## config.mk

```make
export PLATFORM = sky130hd
export DESIGN_NAME = servo_sequence_record_parser
export DESIGN_NICKNAME = d
export VERILOG_FILES = /design/src/rtl/core/ssrp_pkg.sv /design/src/rtl/core/ssrp_cfg.sv /design/src/rtl/core/ssrp_parse.sv /design/src/rtl/core/ssrp_obuf.sv /design/src/rtl/core/servo_sequence_record_parser.sv
export SDC_FILE = /design/constraint.sdc
export NUM_CORES = 1
export LEC_CHECK = 0
export BUFFER_PORTS_ARGS = -buffer_cell sky130_fd_sc_hd__buf_2
export CELL_PAD_IN_SITES_DETAIL_PLACEMENT = 1
export CELL_PAD_IN_SITES_GLOBAL_PLACEMENT = 1
export CORE_MARGIN = 1
export CORE_UTILIZATION = 47
export CTS_CLUSTER_SIZE = 8
export DETAILED_ROUTE_END_ITERATION = 10
export PLACE_DENSITY_LB_ADDON = 0.08
export SLEW_MARGIN = 25
export SYNTH_ARGS = -nofsm -noshare
export SYNTH_HDL_FRONTEND = slang
export SYNTH_SLANG_ARGS = --single-unit
export TNS_END_PERCENT = 5
```

## constraint.sdc

```tcl
create_clock -name clk -period 11.9 [get_ports clk]
set_input_delay 1.19 -clock clk [delete_from_list [all_inputs] [get_ports clk]]
set_output_delay 1.19 -clock clk [all_outputs]
set_load 0.1 [all_outputs]
```

## src/rtl/core/ssrp_pkg.sv

```systemverilog
// shared types and constants for the servo sequence record parser
// no dependencies; imported by every module of the block

package ssrp_pkg;

  localparam int unsigned RecBytes = 10;
  localparam int unsigned AsmBytes = RecBytes - 1;
  localparam int unsigned PosW     = 4;
  localparam int unsigned AddrW    = 2;

  typedef enum logic [2:0] {
    ST_RECORD   = 3'd0,
    ST_EMPTY    = 3'd1,
    ST_MISMATCH = 3'd2,
    ST_RANGE    = 3'd3,
    ST_ORDER    = 3'd4
  } status_t;

  typedef enum logic [4:0] {
    PH_IDLE     = 5'b00001,
    PH_COUNT_LO = 5'b00010,
    PH_COUNT_HI = 5'b00100,
    PH_RECORD   = 5'b01000,
    PH_DONE     = 5'b10000
  } phase_t;

  typedef struct packed {
    logic [7:0] data_byte;
    logic       frame_start;
  } in_item_t;

  typedef struct packed {
    status_t     status;
    logic [7:0]  servo_index;
    logic [23:0] start_time;
    logic [23:0] end_time;
    logic [11:0] start_position;
    logic [11:0] end_position;
    logic        last_record;
  } out_item_t;

endpackage

```

## src/rtl/core/ssrp_cfg.sv

```systemverilog
// configuration register file: servo_count behind an apb-style port
// depends on ssrp_pkg

module ssrp_cfg import ssrp_pkg::*; (
  input  logic             clk,
  input  logic             rst,
  input  logic             psel,
  input  logic             penable,
  input  logic             pwrite,
  input  logic [AddrW-1:0] paddr,
  input  logic [31:0]      pwdata,
  output logic [31:0]      prdata,
  output logic             pready,
  output logic [7:0]       servo_count
);

  logic wr_en;

  assign pready = 1'b1;
  assign wr_en  = psel && penable && pwrite && pready;

  always_ff @(posedge clk) begin
    if (rst) begin
      servo_count <= 8'd0;
    end else if (wr_en) begin
      servo_count <= pwdata[7:0];
    end
  end

  always_comb begin
    prdata = 32'd0;
    if (paddr[AddrW-1:0] == '0) begin
      prdata = {24'd0, servo_count};
    end
  end

endmodule

```

## src/rtl/core/ssrp_parse.sv

```systemverilog
// byte parser: frame state, record assembly and error checks
// depends on ssrp_pkg

module ssrp_parse import ssrp_pkg::*; (
  input  logic       clk,
  input  logic       rst,
  input  logic       accept,
  input  in_item_t   item,
  input  logic [7:0] servo_count,
  output logic       res_valid,
  output out_item_t  res
);

  phase_t            phase, phase_next;
  logic [PosW-1:0]   byte_position, byte_position_next;
  logic [15:0]       steps_remaining, steps_remaining_next;
  logic [23:0]       previous_start_time, previous_start_time_next;
  logic [7:0]        rec [AsmBytes];
  logic              asm_we;
  logic [PosW-1:0]   pos;
  logic [7:0]        b;
  logic [23:0]       st;
  logic [15:0]       steps_full;

  assign b          = item.data_byte;
  assign pos        = (byte_position > PosW'(RecBytes - 1)) ? '0 : byte_position;
  assign st         = {b, rec[2], rec[1]};
  assign steps_full = {b, steps_remaining[7:0]};

  always_comb begin
    phase_next               = phase;
    byte_position_next       = byte_position;
    steps_remaining_next     = steps_remaining;
    previous_start_time_next = previous_start_time;
    asm_we                   = 1'b0;
    res_valid                = 1'b0;
    res                      = '0;
    if (accept) begin
      if (item.frame_start) begin
        byte_position_next       = '0;
        steps_remaining_next     = 16'd0;
        previous_start_time_next = 24'd0;
        if (b != servo_count) begin
          phase_next = PH_DONE;
          res_valid  = 1'b1;
          res.status = ST_MISMATCH;
        end else begin
          phase_next = PH_COUNT_LO;
        end
      end else begin
        case (phase)
          PH_COUNT_LO: begin
            steps_remaining_next = {8'd0, b};
            phase_next           = PH_COUNT_HI;
          end
          PH_COUNT_HI: begin
            steps_remaining_next = steps_full;
            if (steps_full == 16'd0) begin
              phase_next = PH_DONE;
              res_valid  = 1'b1;
              res.status = ST_EMPTY;
            end else begin
              phase_next         = PH_RECORD;
              byte_position_next = '0;
            end
          end
          PH_RECORD: begin
            asm_we = (pos < PosW'(AsmBytes));
            if (pos == '0 && b >= servo_count) begin
              phase_next         = PH_DONE;
              byte_position_next = pos;
              res_valid          = 1'b1;
              res.status         = ST_RANGE;
            end else if (pos == PosW'(3) && st < previous_start_time) begin
              phase_next         = PH_DONE;
              byte_position_next = pos;
              res_valid          = 1'b1;
              res.status         = ST_ORDER;
            end else if (pos < PosW'(RecBytes - 1)) begin
              byte_position_next = pos + PosW'(1);
              if (pos == PosW'(3)) begin
                previous_start_time_next = st;
              end
            end else begin
              byte_position_next   = '0;
              steps_remaining_next = steps_remaining - 16'd1;
              res_valid            = 1'b1;
              res.status           = ST_RECORD;
              res.servo_index      = rec[0];
              res.start_time       = {rec[3], rec[2], rec[1]};
              res.end_time         = {rec[6], rec[5], rec[4]};
              res.start_position   = {rec[7], rec[8][7:4]};
              res.end_position     = {b, rec[8][3:0]};
              res.last_record      = (steps_remaining_next == 16'd0);
              if (steps_remaining_next == 16'd0) begin
                phase_next = PH_DONE;
              end
            end
          end
          default: begin
          end
        endcase
      end
    end
  end

  always_ff @(posedge clk) begin
    if (rst) begin
      phase               <= PH_IDLE;
      byte_position       <= '0;
      steps_remaining     <= 16'd0;
      previous_start_time <= 24'd0;
    end else begin
      phase               <= phase_next;
      byte_position       <= byte_position_next;
      steps_remaining     <= steps_remaining_next;
      previous_start_time <= previous_start_time_next;
    end
  end

  always_ff @(posedge clk) begin
    if (asm_we) begin
      rec[pos] <= b;
    end
  end

`ifndef NO_ASSERTIONS
  a_err_fields_zero: assert property (@(posedge clk) disable iff (rst)
    res_valid && res.status != ST_RECORD |->
      res.servo_index == 8'd0 && res.start_time == 24'd0 && res.last_record == 1'b0)
    else $error("error result carries nonzero fields");

  a_frame_restart: assert property (@(posedge clk) disable iff (rst)
    accept && item.frame_start |=> phase == PH_COUNT_LO || phase == PH_DONE)
    else $error("frame start did not restart the frame");

  a_result_ends_frame: assert property (@(posedge clk) disable iff (rst)
    res_valid && res.status != ST_RECORD |=> phase == PH_DONE)
    else $error("error or completion did not end the frame");
`endif

endmodule

```

## src/rtl/core/ssrp_obuf.sv

```systemverilog
// two-entry result buffer: output register plus skid entry
// depends on ssrp_pkg

module ssrp_obuf import ssrp_pkg::*; (
  input  logic      clk,
  input  logic      rst,
  input  logic      push,
  input  out_item_t din,
  output logic      full,
  output logic      out_valid,
  input  logic      out_stall,
  output out_item_t out_data
);

  logic      head_valid, skid_valid;
  out_item_t head, skid;
  logic      pop;

  assign pop       = head_valid && !out_stall;
  assign full      = skid_valid;
  assign out_valid = head_valid;
  assign out_data  = head;

  always_ff @(posedge clk) begin
    if (rst) begin
      head_valid <= 1'b0;
      skid_valid <= 1'b0;
    end else if (pop) begin
      if (skid_valid) begin
        skid_valid <= push;
      end else begin
        head_valid <= push;
      end
    end else if (push) begin
      if (!head_valid) begin
        head_valid <= 1'b1;
      end else begin
        skid_valid <= 1'b1;
      end
    end
  end

  always_ff @(posedge clk) begin
    if (pop) begin
      if (skid_valid) begin
        head <= skid;
        skid <= din;
      end else begin
        head <= din;
      end
    end else if (push) begin
      if (!head_valid) begin
        head <= din;
      end else begin
        skid <= din;
      end
    end
  end

`ifndef NO_ASSERTIONS
  a_no_overflow: assert property (@(posedge clk) disable iff (rst)
    push |-> !skid_valid || pop)
    else $error("push into full result buffer");

  a_skid_behind_head: assert property (@(posedge clk) disable iff (rst)
    skid_valid |-> head_valid)
    else $error("skid entry valid with empty head");

  a_skid_moves_up: assert property (@(posedge clk) disable iff (rst)
    pop && skid_valid |=> head_valid && head == $past(skid))
    else $error("skid entry lost on head transfer");
`endif

endmodule

```

## src/rtl/core/servo_sequence_record_parser.sv

```systemverilog
// top level of the servo sequence record parser
// depends on ssrp_pkg, ssrp_cfg, ssrp_parse, ssrp_obuf
//
//   channel  | handshake           | payload
//   ---------+---------------------+------------------------------
//   in       | in_valid / in_stall | in_data   (in_item_t, 1 byte)
//   out      | out_valid/out_stall | out_data  (out_item_t)
//   cfg      | psel/penable/pready | paddr, pwdata, prdata
//
// one byte is taken per cycle unless in_stall is high; out_data is a buffer register
// the parser state updates at the byte transfer, results queue in a two-entry buffer
// in_stall is high while both buffer entries hold results, whether out stalls or not
// reset is synchronous; it clears the frame state, the buffer and servo_count

module servo_sequence_record_parser import ssrp_pkg::*; (
  input  logic             clk,
  input  logic             rst,
  input  logic             in_valid,
  output logic             in_stall,
  input  in_item_t         in_data,
  output logic             out_valid,
  input  logic             out_stall,
  output out_item_t        out_data,
  input  logic             psel,
  input  logic             penable,
  input  logic             pwrite,
  input  logic [AddrW-1:0] paddr,
  input  logic [31:0]      pwdata,
  output logic [31:0]      prdata,
  output logic             pready
);

  logic      [7:0] servo_count;
  logic            accept;
  logic            res_valid;
  out_item_t       res;
  logic            full;

  assign in_stall = full;
  assign accept   = in_valid && !in_stall;

  ssrp_cfg u_cfg (
    .clk         (clk),
    .rst         (rst),
    .psel        (psel),
    .penable     (penable),
    .pwrite      (pwrite),
    .paddr       (paddr),
    .pwdata      (pwdata),
    .prdata      (prdata),
    .pready      (pready),
    .servo_count (servo_count)
  );

  ssrp_parse u_parse (
    .clk         (clk),
    .rst         (rst),
    .accept      (accept),
    .item        (in_data),
    .servo_count (servo_count),
    .res_valid   (res_valid),
    .res         (res)
  );

  ssrp_obuf u_obuf (
    .clk       (clk),
    .rst       (rst),
    .push      (res_valid),
    .din       (res),
    .full      (full),
    .out_valid (out_valid),
    .out_stall (out_stall),
    .out_data  (out_data)
  );

endmodule
```

==> results.toml, run 1 <==
[synth]
synthesis.instances = 964
yosys_warnings = 0
synth_area_leaders = "edfxtp_1 (57%), dfxtp_1 (9.3%), a21o_1 (5.1%), and3_1 (4.3%), ha_1 (3.9%)"
synth_common_cells = "edfxtp_1 (240), a21o_1 (87), and3_1 (87)"
syn_area_per_cell_sq_um = 13.2
netlist_area_sq_um = 12700
synth_edf_count = 240
async_flop_share_pct = 0
ys_types = 62
synth_top_area_share_pct = 56.8
synth_area_leader_cell = "edfxtp_1"
ys_ff_latch = 299
yosysSeqAreaShare_pct = 66.1
synth_ff_type = "edfxtp_1"
yosysMostFrequentCell = "edfxtp_1"

[route]
dr.pass1.iters = 7
routed-via-count = 8163
drc = 6
drtIter0Drc = 547
wire_per_inst_um = 20.7
vias_per_cell = 5.66
wirelength_um = 29900
antenna_left = 0

[worst_hold_path]
hold_path_class = "flop to flop"
hold_depth = 1
hold_start = "u_parse.previous_start_time[23]$_SDFFE_PP0P_"
hold_end = "u_parse.previous_start_time[23]$_SDFFE_PP0P_"

[timing]
fin_ws_ps = 7240
finalCritPeriodShare_pct = 39.2
worst_pin_slew_ps = 924
setup_viol = 0
rsz0062_at_grt = "no"
min_period_ps = 4660
skew_ps = 21.3
fmax_mhz = 214
max_slew_margin_pct = 38.4
drv_slew = 0
finalSetupTns_ps = 0
hold_viol = 0

[worst_setup_path]
r2r-end = "u_obuf.skid[59]$_DFFE_PP_"
critPathSlowestCell = "buf_6"
path_delay_family = "compound AO/OA/AOI/OAI gates"
r2r-start = "u_parse.rec[2][7]$_DFFE_PP_"
worstPathMaxFanout = 75
rr_worst_depth = 9
critical_path_class = "input pin to flop"
crit_arrival_ps = 4790
rrSetupSlack_ps = 7910
cp-end-kind = "flop"
slowest_delay_ps = 650
cp_num_buf_inv = 2
cp_data_required_time_ps = 12030
cpMostUsedCell = "o21ai_0"
cp_cell_sequence = "buf_2 > ha_1 > a21oi_1 > nand2_1 > a221oi_1 > o21ai_0 > o21ai_0 > a31oi_1 > o31ai_4 > buf_6"
cp-start-kind = "input pin"
cp-startpoint = "in_data[7]"

[placement]
hpwl_um = 18000
pre_cts_slack_ps = 6150
place_inst = 1372
gp_congestion = 0.816
placed_area_sq_um = 13500
io_buffers = 119

[global_routing]
grt_start_max_net_pins = 92
grt_usage_pct = 21.8
grt_pass1_vias = 8385
antenna_found_initial = 0
grt_overflow = 0
grt_pass1_wl_um = 47200

[die]
io_pins = 169
core_area_sq_um = 26300
die_y_um = 166
die-width_um = 166
num_rows = 59
fp.dieArea_sq_um = 27700
initial_core_util_pct = 48.3

[clocking]
clk_latency_ps = 520
cts-root-buf = "clkbuf_16"
cts_setup_buffers = 0
hold_buffers = 0
htreeDepth = 2
cts_buffers = 43
cts_tree = "yes"
clock_path_buffers = 3
cts_resized = 0
cts_sinks = 299
clk_pin_slew_ps = 50

[flow_run]
cap_violations = 0

[cells_and_area]
area_growth_syn_to_layout_pct = 16.2
num-nets-final = 1174
fin_cells = 1443
fin_area_sq_um = 14700
n_antenna_cell = 0
layout-drive-gt1-share_pct = 17.8

[outcome]
outcome = "finished with violations"
failed_checks = "DRC"

[power_and_ir_drop]
p_per_area_nw_per_um2 = 170
vdd_drop_max_uv = 106
p_leak_nw = 6.28
state kept, by name, indices dropped and copies added (netlist names):
signal and cells:
u_obuf.skid 84, u_parse.rec 72, u_parse.previous_start_time 24, u_obuf.full 1, u_parse.phase 5, u_obuf.out_valid 1
u_cfg.servo_count 8, u_parse.steps_remaining 16, u_parse.byte_position 4, u_obuf.out_data 84
how the worst max path moves through the flow:
| stage | endpoint | cells past startpoint |
|---|---|---|
| floorplan | u_obuf.skid[0]$_DFFE_PP_ | 8 |
| global placement | u_obuf.out_data[50]$_DFFE_PP_ | 10 |
| detailed placement | u_obuf.out_data[59]$_DFFE_PP_ | 10 |
| CTS | u_obuf.out_data[45]$_DFFE_PP_ | 10 |
| global route | u_obuf.skid[59]$_DFFE_PP_ | 10 |
| finish | u_obuf.skid[59]$_DFFE_PP_ | 10 |
layout by cell type (no fill, tap or decap), drive strengths merged, types with 11 or more instances in the layout:
cell / netlist / final
a21o: 87 / 87
a21oi: 39 / 39
a22o: 26 / 26
and3: 87 / 87
buf: 31 / 130
clkbuf: 47 / 66
conb: 2 / 25
dfxtp: 59 / 59
edfxtp: 240 / 240
ha: 40 / 40
inv: 37 / 39
mux2i: 12 / 12
nand2: 29 / 29
nand3: 11 / 11
nor2: 46 / 46
nor3: 31 / 31
nor4: 11 / 11
o21ai: 23 / 23
worst register-to-register path: stages (launching register included):
cell	delay [ps]
edfxtp_1	450
ha_1	330
a21oi_1	140
o21ai_0	100
a221oi_1	260
o21ai_0	300
o21ai_0	400
a31oi_1	280
o31ai_4	610
buf_6	650
power breakdown:
part	switching (W)	leakage, nW	total, W	internal [W]
Combinational	0.000208	3.10	0.000241	0.0000332
Sequential	0.00000864	2.60	0.00116	0.00115
Clock	0.000430	0.584	0.00111	0.000676
Total	0.000646	6.28	0.00250	0.00186
logic make-up (layout without fill, tap and decap cells):
logic type / Yosys count / count (layout) / synth area share, %
flip-flops: 299 / 299 / 66.1
AND/OR/NAND/NOR: 276 / 276 / 12.4
AO/OA/AOI/OAI: 212 / 212 / 11.7
buffers and inverters: 115 / 236 / 4.24
adder cells (fa/ha/maj): 40 / 40 / 3.94
multiplexers: 13 / 13 / 1.06
XOR/XNOR: 7 / 7 / 0.483
other: 2 / 25 / 0.0592
through the flow:
stage / utilization (%) / hold WS [ps] / total power, W
3_3_place_gp: 51.4 / 458 / 0.00142
6_report: 56.1 / 479 / 0.00250
4_1_cts: 56.0 / 478 / 0.00253
2_1_floorplan: - / 441 / 0.00138
5_1_grt: 56.1 / 498 / 0.00258
3_5_place_dp: 51.4 / 461 / 0.00142
cell type report:
cell class / count / area, sq um
Multi-Input combinational cell: 573 / 3900
Inverter: 37 / 139
Clock inverter: 3 / 31.3
Sequential cell: 299 / 8390
Tap cell: 335 / 419
Clock buffer: 66 / 1180
Fill cell: 2663 / 11500
Timing Repair Buffer: 130 / 689
metal layers:
layer	wire length, um	GRT usage (%)
met1	13400	28.8
met2	14400	37.3
met3	1470	3.36
met4	664	6.40
met5	0	0
No activity file was read; power rests on OpenSTA's default activity.
==> inputs of run 2 (changes only) <==
- clock period: 11.9 -> 4.3 ns (I/O delays scaled with it)
==> results.toml, run 2 (synthesis gave the netlist of run 1 again) <==
[outcome]
outcome = "finished with violations"
failed_checks = "DRC"

[die]
num_rows = 59
die_y_um = 166
initial_core_util_pct = 48.3
fp.dieArea_sq_um = 27700
io_pins = 169
core_area_sq_um = 26300
die-width_um = 166

[clocking]
cts_buffers = 43
cts_setup_buffers = 0
clk_latency_ps = 540
cts_sinks = 299
htreeDepth = 2
cts-root-buf = "clkbuf_16"
cts_tree = "yes"
clock_path_buffers = 3
cts_resized = 0
clk_pin_slew_ps = 60
hold_buffers = 0

[worst_setup_path]
r2r-start = "u_parse.byte_position[1]$_SDFFE_PP0P_"
cp-end-kind = "flop"
cp-startpoint = "u_parse.byte_position[1]$_SDFFE_PP0P_"
critical_path_class = "flop to flop"
cp_data_required_time_ps = 4720
worstPathMaxFanout = 8
crit_arrival_ps = 3630
cp-start-kind = "flop"

[timing]
setup_viol = 0
finalCritPeriodShare_pct = 74.7
min_period_ps = 3210
fmax_mhz = 311
drv_slew = 0
hold-worst-slack_ps = 134
skew_ps = 22.6
hold_viol = 0
worst_pin_slew_ps = 835
rsz0062_at_grt = "no"
finalSetupTns_ps = 0
max_slew_margin_pct = 44.4

[placement]
gp_congestion = 0.795
io_buffers = 119
hpwl_um = 19700
place_inst = 1385

[worst_hold_path]
hold_path_class = "input pin to flop"
hold_start = "pwdata[5]"

[flow_run]
cap_violations = 0

[cells_and_area]
final_cell_mix = "edfxtp_1 (240), buf_2 (119), and3_1 (87), a21o_1 (87), dfxtp_1 (59)"
n_antenna_cell = 0
num-nets-final = 1185
final_common_cell = "edfxtp_1"
area_growth_syn_to_layout_pct = 17.3
layout-drive-gt1-share_pct = 18.8
fin_cells = 1455

[power_and_ir_drop]
p_leak_nw = 6.57
vdd_drop_max_uv = 290
power_w = 0.00693
p_per_area_nw_per_um2 = 466

[global_routing]
grt_overflow = 0
grt_start_max_net_pins = 79
grt_pass1_wl_um = 48500
grt_pass1_vias = 8325
grt_usage_pct = 22.7
antenna_found_initial = 0

[route]
wirelength_um = 31400
drc = 12
dr.pass1.iters = 7
drtIter0Drc = 627
antenna_left = 0
wire_per_inst_um = 21.5
vias_per_cell = 5.66
routed-via-count = 8237
-- run 2: cell count changes in the layout (fill, tap and decap cells not counted), moves of 2 or more --
cell	change
buf_12	+2
buf_6	-3
o21ai_1	+3
buf_4	+12
o21ai_0	-3
-- run 2: per-stage QoR --
stage               utilization [%]  instance area [sq um]  setup slack (ps)
detailed placement             52.0                  13700               799
finish                         56.6                  14900              1090
floorplan                         -                  12800             -12.7
global placement               52.0                  13700               833
global route                   56.6                  14900               909
CTS                            56.6                  14900              1040
-- run 2: area by class of cell --
cell class	count	area (sq um)
Multi-Input combinational cell	573	3930
Inverter	37	139
Sequential cell	299	8390
Clock buffer	66	1160
Tap cell	335	419
Clock inverter	4	61.3
Timing Repair Buffer	141	786
Fill cell	2616	11400
-- run 2: routing by layer --
metal / vias to the layer above / routed length, um / track usage (%)
met5: - / 0 / 0
met4: 0 / 406 / 4.91
met3: 34 / 1500 / 3.55
met2: 217 / 15600 / 39.4
met1: 4145 / 13800 / 30.0
li1: 3841 / - / -
-- run 2: final timing paths --
path / end / slack (ps) / cells past startpoint
worst max-delay path: u_parse.phase[4]$_SDFFE_PP0P_ / 1090 / 9
worst min-delay path: u_cfg.servo_count[5]$_SDFFE_PP0P_ / 130 / 3
worst max register to register: u_parse.phase[4]$_SDFFE_PP0P_ / 1090 / 9
worst min register to register: u_parse.previous_start_time[11]$_SDFFE_PP0P_ / 470 / 1
-- run 2: power by group --
part	internal, W	switching [W]	leakage (nW)
logic	0.0000973	0.000577	3.14
clock network	0.00185	0.00121	0.584
registers	0.00317	0.0000225	2.84
-- run 2: worst max-delay path, cell delays in order (launching register included) --
cell and delay, ps:
dfxtp_1 480, nor2b_4 250, inv_1 90, ha_1 230, nor4b_4 550, and4b_1 290, o2111ai_1 130, nor4_2 520
o31a_2 260, mux2_4 300
==> inputs of run 3 (changes only) <==
- ABC_AREA: unset -> 1
- CORE_UTILIZATION: 47 -> 46
- clock period: 4.3 -> 3.35 ns (I/O delays scaled with it)
==> results.toml, run 3 <==
[outcome]
outcome = "completed"

[worst_setup_path]
path_delay_family = "simple AND/OR/NAND/NOR gates"
cp-end-kind = "flop"
critical_path_class = "flop to flop"
cp_data_required_time_ps = 3550
cp_num_buf_inv = 3
crit_arrival_ps = 3090
worstPathMaxFanout = 40
cp-start-kind = "flop"
slowest_delay_ps = 330
critPathSlowestCell = "dfxtp_1"
cp_cell_sequence = "nor2_2 > nor2_1 > nor2_2 > inv_1 > ha_1 > nand3b_1 > inv_1 > nor2_1 > nand2_2 > nand2_1 > nand2_1 > nand2_2 > a21oi_4 > buf_12"

[placement]
io_buffers = 119
hpwl_um = 22800
place_inst = 1736
gp_congestion = 0.873

[synth]
yosys_warnings = 0
async_flop_share_pct = 0
synthesis.instances = 1248
synth_top_area_share_pct = 54.1
ys_types = 43
yosysSeqAreaShare_pct = 63.0
synth_area_leaders = "edfxtp_1 (54%), dfxtp_1 (8.9%), nand2_1 (6.5%), nor2_1 (4.5%), ha_1 (3.8%)"
netlist_area_sq_um = 13300
synth_common_cells = "edfxtp_1 (240), nand2_1 (229), nor2_1 (161)"
yosysMostFrequentCell = "edfxtp_1"
synth_area_leader_cell = "edfxtp_1"
synth_edf_count = 240
synth_ff_type = "edfxtp_1"
syn_area_per_cell_sq_um = 10.7
ys_ff_latch = 299

[cells_and_area]
layout-drive-gt1-share_pct = 19.2
fin_cells = 1806
multi_input_comb_area_sq_um = 4150
area_growth_syn_to_layout_pct = 18.1
n_antenna_cell = 0
final_cell_mix = "edfxtp_1 (240), nand2_1 (226), nor2_1 (158), buf_2 (119), inv_1 (117)"
fill_cells = 3104
num-nets-final = 1493
final_common_cell = "edfxtp_1"
regArea_sq_um = 8390

[power_and_ir_drop]
power_frac_comb_pct = 12.6
pwr-share-seq_pct = 45.0
power_switching_w = 0.00255
vdd_drop_max_uv = 415
p_int_w = 0.00672
pwr-share-clk_pct = 42.4
swShare_pct = 27.5
p_leak_nw = 6.10
p_per_area_nw_per_um2 = 589

[route]
drtIter0Drc = 465
wire_per_inst_um = 18.3
drc = 0
routed-via-count = 9183
wirelength_um = 33000
vias_per_cell = 5.08
dr.pass1.iters = 4
antenna_left = 0

[timing]
worst_pin_slew_ps = 934
max_slew_margin_pct = 37.7
setup_viol = 0
hold-worst-slack_ps = 75.9
drv_slew = 0
finalSetupTns_ps = 0
hold_viol = 0
finalCritPeriodShare_pct = 86.2
fmax_mhz = 346
min_period_ps = 2890
rsz0062_at_grt = "no"
skew_ps = 28.0

[clocking]
cts_buffers = 43
hold_buffers = 0
clk_pin_slew_ps = 60
htreeDepth = 2
clk_latency_ps = 550
cts_tree = "yes"
cts_resized = 0
clock_path_buffers = 3
cts-root-buf = "clkbuf_16"
cts_setup_buffers = 0
cts_sinks = 299

[die]
core_area_sq_um = 28200
die_y_um = 172
num_rows = 61
initial_core_util_pct = 47.3
die-width_um = 172
io_pins = 169
fp.dieArea_sq_um = 29600

[global_routing]
grt_pass1_vias = 9286
grt_overflow = 0
antenna_found_initial = 1
grt_pass1_wl_um = 50900
grt_start_max_net_pins = 57
grt_usage_pct = 22.9

[worst_hold_path]
hold_path_class = "input pin to flop"

[flow_run]
cap_violations = 0
run 3: cells by family (layout without fill, tap and decap cells):
logic type / after synthesis / after routing / synth area share, %
and+or+nand+nor: 473 / 473 / 16.5
DFF: 299 / 299 / 63.0
AOI/OAI and AO/OA: 226 / 226 / 9.38
buffers and inverters: 203 / 360 / 7.01
adders and majority gates: 40 / 40 / 3.76
xor gates and xnor gates: 5 / 5 / 0.329
other: 2 / 25 / 0.0564
run 3: power by group through the flow:
stage / registers [W] / logic (W) / clock network, W
after floorplan: 0.00465 / 0.000519 / 0
after global placement: 0.00424 / 0.00115 / 0
after detailed placement: 0.00424 / 0.00117 / 0
after CTS: 0.00417 / 0.00118 / 0.00401
after global routing: 0.00418 / 0.00125 / 0.00414
final: 0.00417 / 0.00117 / 0.00393
run 3: worst min-delay path: stages:
cell	delay, ps
buf_2	70
o21ai_0	70
a21oi_1	100
run 3: per-layer routing:
metal	wire length, um	global-route usage, %	part of all wire [%]	vias up
met5	0	0	0	-
met4	1040	8.81	3.2	0
met3	1340	3.59	4.0	64
met2	16100	39.2	49	197
met1	14600	29.1	44	4442
li1	-	-	-	4480
run 3: through the flow:
| stage | worst slack (ps) | power, W | util [%] | cell area (sq um) |
|---|---|---|---|---|
| floorplan | -41.5 | 0.00517 | - | 13400 |
| global placement | 388 | 0.00539 | 51.6 | 14500 |
| detailed placement | 386 | 0.00541 | 51.6 | 14500 |
| CTS | 436 | 0.00936 | 55.9 | 15700 |
| global route | 243 | 0.00957 | 55.9 | 15700 |
| finish | 461 | 0.00926 | 55.9 | 15700 |
run 3: path summary, 6_finish.rpt:
kind	depth (start not counted)	slack (ps)	from	end
max	14	460	u_parse.byte_position[1]$_SDFFE_PP0P_	u_obuf.skid[32]$_DFFE_PP_
max reg2reg	14	460	u_parse.byte_position[1]$_SDFFE_PP0P_	u_obuf.skid[32]$_DFFE_PP_
min reg2reg	2	460	u_parse.previous_start_time[10]$_SDFFE_PP0P_	u_parse.previous_start_time[10]$_SDFFE_PP0P_
min	3	80	pwdata[4]	u_cfg.servo_count[4]$_SDFFE_PP0P_
run 3: layout make-up:
cell class | count | area share (%)
sequential | 299 | 53.3
multi-input combinational | 769 | 26.4
clock buffer | 66 | 7.39
inverter | 128 | 3.05
tap | 378 | 3.01
timing repair buffer | 162 | 6.55
clock inverter | 4 | 0.342
